[src/hw/rtl/mtcr_pkg.sv]
// Package for the machine timer compare registers
// Holds the transaction structs, operation codes, register offsets and decode struct
// No dependencies
package mtcr_pkg;

    // bus operation codes
    typedef enum logic [1:0] {
        OP_READ32  = 2'd0,
        OP_READ64  = 2'd1,
        OP_WRITE32 = 2'd2,
        OP_WRITE64 = 2'd3
    } op_t;

    // register offsets within the device region
    localparam logic [15:0] CMP_BASE  = 16'h4000;
    localparam logic [15:0] TIME_LO_A = 16'h7ff8;
    localparam logic [15:0] TIME_LO_B = 16'hbff8;
    localparam logic [15:0] TIME_HI_A = 16'h7ffc;
    localparam logic [15:0] TIME_HI_B = 16'hbffc;

    // width of the active hart count register
    localparam int ACTIVE_W = 7;
    // widest hart index the decoder reports
    localparam int HART_IDX_W = 6;
    // harts shown in the pending vector
    localparam int PEND_W = 8;

    // request transaction
    typedef struct packed {
        op_t          operation;
        logic [15:0]  offset;
        logic [63:0]  write_data;
    } req_t;

    // response transaction
    typedef struct packed {
        logic [63:0]         read_data;
        logic [PEND_W-1:0]   timer_pending;
    } rsp_t;

    // decoded 32-bit word address
    typedef struct packed {
        logic                   cmp_hit;
        logic                   cmp64;
        logic                   cmp_hi;
        logic                   time_lo;
        logic                   time_hi;
        logic [HART_IDX_W-1:0]  hart;
    } dec_t;

endpackage

[src/hw/rtl/mtcr_decode.sv]
// Address decoder for the machine timer compare registers
// Maps a 17-bit byte address onto the compare and time words
// Depends on mtcr_pkg
module mtcr_decode
    import mtcr_pkg::*;
#(
    parameter int HARTS = 8
)
(
    input  logic [16:0] addr,
    output dec_t        dec
);

    localparam int CmpEnd  = 16'h4000 + HARTS * 8;
    localparam int CmpLast = 16'h4000 + (HARTS - 1) * 8;

    logic [16:0] rel;
    logic        above_base;

    // offset relative to the compare window
    assign rel        = addr - {1'b0, CMP_BASE};
    assign above_base = addr >= {1'b0, CMP_BASE};

    // word decode
    always_comb
    begin
        dec.cmp_hit = above_base && (addr < 17'(CmpEnd));
        dec.cmp64   = above_base && (addr <= 17'(CmpLast));
        dec.cmp_hi  = rel[2];
        dec.hart    = rel[3 +: HART_IDX_W];
        dec.time_lo = (addr == {1'b0, TIME_LO_A}) || (addr == {1'b0, TIME_LO_B});
        dec.time_hi = (addr == {1'b0, TIME_HI_A}) || (addr == {1'b0, TIME_HI_B});
    end

endmodule

[src/hw/rtl/mtcr_regs.sv]
// Time and compare register file with per-hart pending comparators
// Decodes both halves of an access, applies writes and forms the response
// Depends on mtcr_pkg and mtcr_decode
module mtcr_regs
    import mtcr_pkg::*;
#(
    parameter int HARTS = 8
)
(
    input  logic                clk,
    input  logic                rst_n,
    input  logic                en,
    input  req_t                req,
    input  logic [ACTIVE_W-1:0] active_harts,
    output rsp_t                rsp
);

    localparam int HW = (HARTS > 1) ? $clog2(HARTS) : 1;

    logic [63:0]       time_reg;
    logic [63:0]       time_next;
    logic [63:0]       cmp_reg  [HARTS];
    logic [63:0]       cmp_next [HARTS];
    logic [HARTS-1:0]  pend_reg;
    logic [HARTS-1:0]  pend_next;

    dec_t              d0;
    dec_t              d1;
    logic [HW-1:0]     idx;
    logic [63:0]       sel;
    logic [31:0]       word0;
    logic [31:0]       word1;
    logic [63:0]       wd;

    logic              is_write;
    logic              is_w64;
    logic              full_cmp;
    logic              full_time;
    logic              s0;
    logic              s1;
    logic              s0_cmp_lo;
    logic              s0_cmp_hi;
    logic              cmp_lo_we;
    logic              cmp_hi_we;
    logic              time_lo_we;
    logic              time_hi_we;
    logic [31:0]       cmp_lo_val;
    logic [31:0]       cmp_hi_val;
    logic [31:0]       time_lo_val;
    logic [31:0]       time_hi_val;
    logic              wr_any;
    logic [PEND_W-1:0] pend_vec;

    // decode of the access and of its upper half
    mtcr_decode #(.HARTS(HARTS)) u_dec_lo
    (
        .addr (({1'b0, req.offset})),
        .dec  (d0)
    );

    mtcr_decode #(.HARTS(HARTS)) u_dec_hi
    (
        .addr (({1'b0, req.offset} + 17'd4)),
        .dec  (d1)
    );

    assign wd = req.write_data;

    // one compare entry serves both halves: the lower half's hart if it hits, else the upper's
    assign idx = d0.cmp_hit ? d0.hart[HW-1:0] : d1.hart[HW-1:0];
    assign sel = cmp_reg[idx];

    // 32-bit word reads
    always_comb
    begin
        if (d0.cmp_hit)
            word0 = d0.cmp_hi ? sel[63:32] : sel[31:0];
        else if (d0.time_lo)
            word0 = time_reg[31:0];
        else if (d0.time_hi)
            word0 = time_reg[63:32];
        else
            word0 = '0;

        if (d1.cmp_hit)
            word1 = d1.cmp_hi ? sel[63:32] : sel[31:0];
        else if (d1.time_lo)
            word1 = time_reg[31:0];
        else if (d1.time_hi)
            word1 = time_reg[63:32];
        else
            word1 = '0;
    end

    // read data
    always_comb
    begin
        unique case (req.operation)
            OP_READ32:
                rsp.read_data = {32'd0, word0};
            OP_READ64:
            begin
                if (d0.cmp64)
                    rsp.read_data = sel;
                else if (d0.time_lo)
                    rsp.read_data = time_reg;
                else
                    rsp.read_data = {word1, word0};
            end
            OP_WRITE32,
            OP_WRITE64:
                rsp.read_data = '0;
            default:
                rsp.read_data = '0;
        endcase
    end

    // write enables: whole 64-bit register, or up to two separate words
    always_comb
    begin
        is_write  = en && ((req.operation == OP_WRITE32) || (req.operation == OP_WRITE64));
        is_w64    = en && (req.operation == OP_WRITE64);
        full_cmp  = is_w64 && d0.cmp64;
        full_time = is_w64 && d0.time_lo;
        s0        = is_write && !full_cmp && !full_time;
        s1        = is_w64 && !full_cmp && !full_time;
        s0_cmp_lo = s0 && d0.cmp_hit && !d0.cmp_hi;
        s0_cmp_hi = s0 && d0.cmp_hit && d0.cmp_hi;

        cmp_lo_we  = full_cmp || s0_cmp_lo || (s1 && d1.cmp_hit && !d1.cmp_hi);
        cmp_hi_we  = full_cmp || s0_cmp_hi || (s1 && d1.cmp_hit && d1.cmp_hi);
        cmp_lo_val = (full_cmp || s0_cmp_lo) ? wd[31:0] : wd[63:32];
        cmp_hi_val = full_cmp ? wd[63:32] : (s0_cmp_hi ? wd[31:0] : wd[63:32]);

        time_lo_we  = full_time || (s0 && d0.time_lo) || (s1 && d1.time_lo);
        time_hi_we  = full_time || (s0 && d0.time_hi) || (s1 && d1.time_hi);
        time_lo_val = (full_time || (s0 && d0.time_lo)) ? wd[31:0] : wd[63:32];
        time_hi_val = full_time ? wd[63:32] : ((s0 && d0.time_hi) ? wd[31:0] : wd[63:32]);

        wr_any = cmp_lo_we || cmp_hi_we || time_lo_we || time_hi_we;
    end

    // next register state
    always_comb
    begin
        time_next = time_reg;
        if (time_lo_we)
            time_next[31:0] = time_lo_val;
        if (time_hi_we)
            time_next[63:32] = time_hi_val;

        for (int i = 0; i < HARTS; i++)
        begin
            cmp_next[i] = cmp_reg[i];
        end
        if (cmp_lo_we)
            cmp_next[idx][31:0] = cmp_lo_val;
        if (cmp_hi_we)
            cmp_next[idx][63:32] = cmp_hi_val;
    end

    // per-hart comparators on the updated state, for harts below the active count on a mapped write
    always_comb
    begin
        for (int i = 0; i < HARTS; i++)
        begin
            if (wr_any && (ACTIVE_W'(i) < active_harts))
                pend_next[i] = time_next >= cmp_next[i];
            else
                pend_next[i] = pend_reg[i];
        end
    end

    // visible pending vector, zero above the hart count
    generate
        for (genvar k = 0; k < PEND_W; k++)
        begin : g_pend
            if (k < HARTS)
            begin : g_hart
                assign pend_vec[k] = pend_next[k];
            end
            else
            begin : g_none
                assign pend_vec[k] = 1'b0;
            end
        end
    endgenerate

    assign rsp.timer_pending = pend_vec;

    // state registers
    always_ff @(posedge clk or negedge rst_n)
    begin
        if (!rst_n)
        begin
            time_reg <= '0;
            pend_reg <= '0;
            for (int i = 0; i < HARTS; i++)
            begin
                cmp_reg[i] <= '1;
            end
        end
        else
        begin
            time_reg <= time_next;
            pend_reg <= pend_next;
            for (int i = 0; i < HARTS; i++)
            begin
                cmp_reg[i] <= cmp_next[i];
            end
        end
    end

    // a transaction that writes nothing mapped leaves time and pending flags alone
    assert property (@(posedge clk) disable iff (!rst_n)
        en && !wr_any |=> $stable(time_reg) && $stable(pend_reg))
        else $error("unmapped or read transaction changed timer state");

    // a whole 64-bit time write lands in one go
    assert property (@(posedge clk) disable iff (!rst_n)
        full_time |=> time_reg == $past(req.write_data))
        else $error("64-bit time write lost data");

    // 32-bit reads are zero extended
    assert property (@(posedge clk) disable iff (!rst_n)
        en && (req.operation == OP_READ32) |-> rsp.read_data[63:32] == 32'd0)
        else $error("32-bit read not zero extended");

endmodule

[src/hw/rtl/machine_timer_compare_registers.sv]
// Machine timer compare registers: top level with input and result registers
// Holds the active hart count register and the transaction pipeline
// Depends on mtcr_pkg and mtcr_regs
//
// Usage:
//   req channel (req_valid, req_stall, req): one 32- or 64-bit bus read or
//   write per transaction. rsp channel (rsp_valid, rsp_stall, rsp): one
//   response per request with the read data and the timer pending vector
//   after the access has taken effect.
//   cfg channel (cfg_valid, cfg_ready, cfg_data): writes the number of harts
//   whose pending flags follow a write; always ready, write it while idle.
//   A request passes the input register, then the register file access and
//   the parallel comparators load the result register. One transaction per
//   cycle is sustained while rsp_stall is low.
//   When rsp_stall is high the response holds; the input register still
//   takes one more request, after which req_stall rises.
//   Reset clears time to zero, all compares to all ones, pending flags to
//   zero and the active hart count to eight. No clearing pass is needed.
module machine_timer_compare_registers
    import mtcr_pkg::*;
#(
    parameter int HARTS = 8
)
(
    input  logic                clk,
    input  logic                rst_n,
    input  logic                req_valid,
    output logic                req_stall,
    input  req_t                req,
    output logic                rsp_valid,
    input  logic                rsp_stall,
    output rsp_t                rsp,
    input  logic                cfg_valid,
    output logic                cfg_ready,
    input  logic [ACTIVE_W-1:0] cfg_data
);

    localparam logic [ACTIVE_W-1:0] ACTIVE_RESET = ACTIVE_W'(8);

    logic                req_valid_reg;
    logic                req_valid_next;
    req_t                req_reg;
    logic                rsp_valid_reg;
    logic                rsp_valid_next;
    rsp_t                rsp_reg;
    rsp_t                rsp_comb;
    logic [ACTIVE_W-1:0] active_reg;
    logic                advance;
    logic                req_take;

    // pipeline control
    assign advance   = req_valid_reg && (!rsp_valid_reg || !rsp_stall);
    assign req_stall = req_valid_reg && !advance;
    assign req_take  = req_valid && !req_stall;
    assign cfg_ready = 1'b1;

    always_comb
    begin
        req_valid_next = req_take || (req_valid_reg && !advance);
        rsp_valid_next = advance || (rsp_valid_reg && rsp_stall);
    end

    // register file and comparators
    mtcr_regs #(.HARTS(HARTS)) u_regs
    (
        .clk          (clk),
        .rst_n        (rst_n),
        .en           (advance),
        .req          (req_reg),
        .active_harts (active_reg),
        .rsp          (rsp_comb)
    );

    // control registers
    always_ff @(posedge clk or negedge rst_n)
    begin
        if (!rst_n)
        begin
            req_valid_reg <= 1'b0;
            rsp_valid_reg <= 1'b0;
            active_reg    <= ACTIVE_RESET;
        end
        else
        begin
            req_valid_reg <= req_valid_next;
            rsp_valid_reg <= rsp_valid_next;
            if (cfg_valid && cfg_ready)
                active_reg <= cfg_data;
        end
    end

    // payload registers
    always_ff @(posedge clk)
    begin
        if (req_take)
            req_reg <= req;
        if (advance)
            rsp_reg <= rsp_comb;
    end

    assign rsp_valid = rsp_valid_reg;
    assign rsp       = rsp_reg;

    // a held request stays in the input register until it moves on
    assert property (@(posedge clk) disable iff (!rst_n)
        req_valid_reg && !advance |=> req_valid_reg)
        else $error("request dropped from input register");

    // a stalled response holds its transaction
    assert property (@(posedge clk) disable iff (!rst_n)
        rsp_valid_reg && rsp_stall |=> rsp_valid_reg && $stable(rsp_reg))
        else $error("stalled response changed");

    // the input side only stalls while the input register is occupied
    assert property (@(posedge clk) disable iff (!rst_n)
        req_stall |-> req_valid_reg)
        else $error("request stalled with empty input register");

endmodule
[config.mk]
export PLATFORM = sky130hd
export DESIGN_NAME = machine_timer_compare_registers
export DESIGN_NICKNAME = d
export VERILOG_FILES = /design/src/hw/rtl/mtcr_pkg.sv /design/src/hw/rtl/mtcr_decode.sv /design/src/hw/rtl/mtcr_regs.sv /design/src/hw/rtl/machine_timer_compare_registers.sv
export SDC_FILE = /design/constraint.sdc
export NUM_CORES = 2
export LEC_CHECK = 0
export BUFFER_PORTS_ARGS = -buffer_cell sky130_fd_sc_hd__buf_2
export CELL_PAD_IN_SITES_DETAIL_PLACEMENT = 1
export CELL_PAD_IN_SITES_GLOBAL_PLACEMENT = 1
export CORE_MARGIN = 2
export CORE_UTILIZATION = 29
export CTS_BUF_LIST = sky130_fd_sc_hd__clkbuf_16
export DETAILED_ROUTE_END_ITERATION = 7
export PLACE_DENSITY_LB_ADDON = 0.25
export REMOVE_ABC_BUFFERS = 1
export SLEW_MARGIN = 10
export SYNTH_ARGS = -nofsm -noshare
export SYNTH_HDL_FRONTEND = slang
export SYNTH_SLANG_ARGS = --single-unit
export TNS_END_PERCENT = 20
[constraint.sdc]
create_clock -name clk -period 6.6 [get_ports clk]
set_input_delay 0.99 -clock clk [delete_from_list [all_inputs] [get_ports clk]]
set_output_delay 0.99 -clock clk [all_outputs]
set_load 0.03 [all_outputs]
==> out/metrics.yaml <==
cts_tree: "done"
tns_ns: 0
drive_above_1_share_pct: 23.87
clockBufferDepth: 3
cp-start-kind: "flop"
start_util_pct: 29.27
grt_max_degree: 149
crit_top_cell: "a21o_1"
synth-seq-area-share_pct: 39.90
leakage_nw: 24.85
synth_area_um2: 50380
min_period_ns: 6.335
final_nets: 6210
place_congestion: 0.9570
antenna_found_initial: 10
synth_edf_count: 154
max_slew.worst_pin.slew_ns: 1.146
pin_count: 169
clock-sinks: 747
final_cells: 8006
fp-row-count: 152
clock_latency_ns: 0.75
maxCapViolations: 0
portBuffers: 167
synth.area.top_cells: "dfstp_2, ha_1, edfxtp_1"
place_hpwl_um: 186700
arrival_ns: 6.81
p_per_area_nw_per_um2: 204.5
peakVddDrop_v: 0.0002256
wl_per_cell_um: 31.66
status: "finished clean"
syn_to_final_growth_pct: 17.84
synth_most_common_cell: "nand2_1"
final-seq-area_um2: 20110
grt.total_usage_pct: 28.25
ys_types: 101
setup_viol: 0
avgViaCountPerCell: 5.776
critPathMaxFanout: 48
finalInstanceArea_um2: 59370
hold_class: "in -> async"
cts.clk_slew.worst_paths_ns: 0.07
rrSetupSlack_ns: 0.26
max_freq_ghz: 0.1578
hold_viol: 0
crit_chain: "buf_4 > nand2_1 > nor2_1 > a21oi_1 > a41oi_1 > nor3_4 > nand4_1 > buf_4 > a21o_4 > buf_12 > nand2_1 > o21a_1 > ha_1 > a21o_1 > a21o_1 > a21oi_1 > o211ai_1 > a21oi_2 > o221ai_1 > a21o_1 > a211oi_1 > mux2i_1"
ys_async_sr_fraction_pct: 79.38
crit_required_ns: 7.07
die_w_um: 420.8
finClkSkew_ns: 0.04543
grt_remaining_overflow: 0
r2r-start: "req_reg[67]"
fin_crit_sh_pct: 95.99
grt_pass1_vias: 46990
setup_ws_ns: 0.2648
rsz0062_at_grt: "true"
ys.flop_type: "dfstp_2"
finalMaxSlewViolations: 0
ant_nets: 0
cts_root_buf: "clkbuf_16"
wl_um: 253500
synth_top_area_share_pct: 26.75
cp.buffers_inverters: 3
yosysTopAreaCell: "dfstp_2"
fill_cells: 19500
synthCells: 5335
yosys_warnings: 0
placed_cells: 7803
path_delay_family: "compound AO/OA/AOI/OAI gates"
slowest_stage: "a41oi_1"
numCtsBuffers: 98
grt_first_pass_wirelength_um: 357000
dr_total_vias: 46240
timing.hold.ws_ns: 0.3021
largest_reg_flops: 512
fp.dieH_um: 420.8
endpoint_kind: "flop"
die_area_um2: 177100
drt_first_pass_iters: 5
avgSynthCellArea_um2: 9.444
worstReg2RegEnd: "rsp[3]"
synth-seq-cells: 747
critPathMaxStageDelay_ns: 0.62
reg2reg_depth: 22
core_um2: 172100
maxSlewHeadroom_pct: 22.86
place_area_um2: 55900
dpl_worst_slack_ns: 0.02573
ys_top_cells_by_count: "nand2_1, o21ai_0, ha_1"
holdBufCountCts: 0
multi_input_area_um2: 28410
drc: 0
drtIter0Drc: 3924
cts_max_level: 3
path_class: "reg -> reg"
routing by layer:
metal  wire (um)  GRT usage, %
met5         219        0.8475
met4       16920         16.50
met3       14840         4.005
met2      112500         44.31
met1      109000         36.99
cell usage in the layout (no fill, tap or decap), types with 12 or more instances in the layout:
master	count
a211oi_1	48
a21o_1	211
edfxtp_1	154
o22ai_1	103
o221ai_1	90
a21oi_1	283
mux2_2	54
nand2_1	665
buf_12	28
and3_1	23
bufinv_16	15
dfstp_2	513
a31oi_1	12
clkinv_2	19
nor3_1	67
a221oi_1	49
nor2b_1	23
nor4_1	22
o211ai_1	20
inv_1	159
o21ai_0	519
diode_2	12
buf_2	166
dfrtp_1	80
nor2_1	246
o21ai_1	14
a22o_1	14
clkinv_1	23
nand3_1	77
clkbuf_16	101
a2111oi_0	16
a221o_1	12
mux2i_1	157
ha_1	515
buf_4	348
o21a_1	419
o21bai_1	37
nand2b_1	21
nand4_1	103
how the worst max path moves through the flow:
stage                      startpoint  endpoint  slack [ns]  cells past startpoint
after CTS                 req_reg[79]    rsp[0]        0.04                     19
after global placement    req_reg[79]    rsp[0]         0.1                     19
after detailed placement  req_reg[73]    rsp[0]        0.03                     20
after floorplan           req_reg[66]    rsp[0]       -3.01                     18
after global routing      req_reg[67]    rsp[3]       -0.02                     22
final                     req_reg[67]    rsp[3]        0.26                     22
area by class of cell:
type	instances	area share, %
antenna	12	0.05058
clock buffer	101	4.257
clock inverter	83	1.404
inverter	149	0.9420
multi-input combinational	4061	47.85
sequential	747	33.86
tap	2310	4.868
timing repair buffer	543	6.769
cell families after synthesis:
group	share of synthesized area, %
buffers and inverters	4.395
AOI/OAI and AO/OA	26.22
xor gates and xnor gates	0.1217
DFF	39.90
other	0.007443
and+or+nand+nor	12.05
adders and majority gates	12.81
muxes	4.490
power breakdown:
group | leakage (nW) | switching [W] | internal (W)
logic | 15.3 | 0.00109 | 0.000371
clock network | 1.68 | 0.00239 | 0.00337
registers | 7.88 | 0.0000978 | 0.00482
total | 24.9 | 0.00359 | 0.00855
what timing repair did:
item | 4_1_cts | 5_1_grt
gates resized for setup | 0 | 8
setup buffers | 0 | 7
setup endpoints to repair | 0 | 11
per-stage QoR:
| stage | utilization, % | power (W) |
|---|---|---|
| after floorplan | - | 0.005511 |
| after global placement | 32.48 | 0.006420 |
| after detailed placement | 32.48 | 0.006425 |
| after CTS | 34.43 | 0.01223 |
| after global routing | 34.49 | 0.01247 |
| final | 34.50 | 0.01214 |
Note: power is estimated with default switching activity, not from simulation.
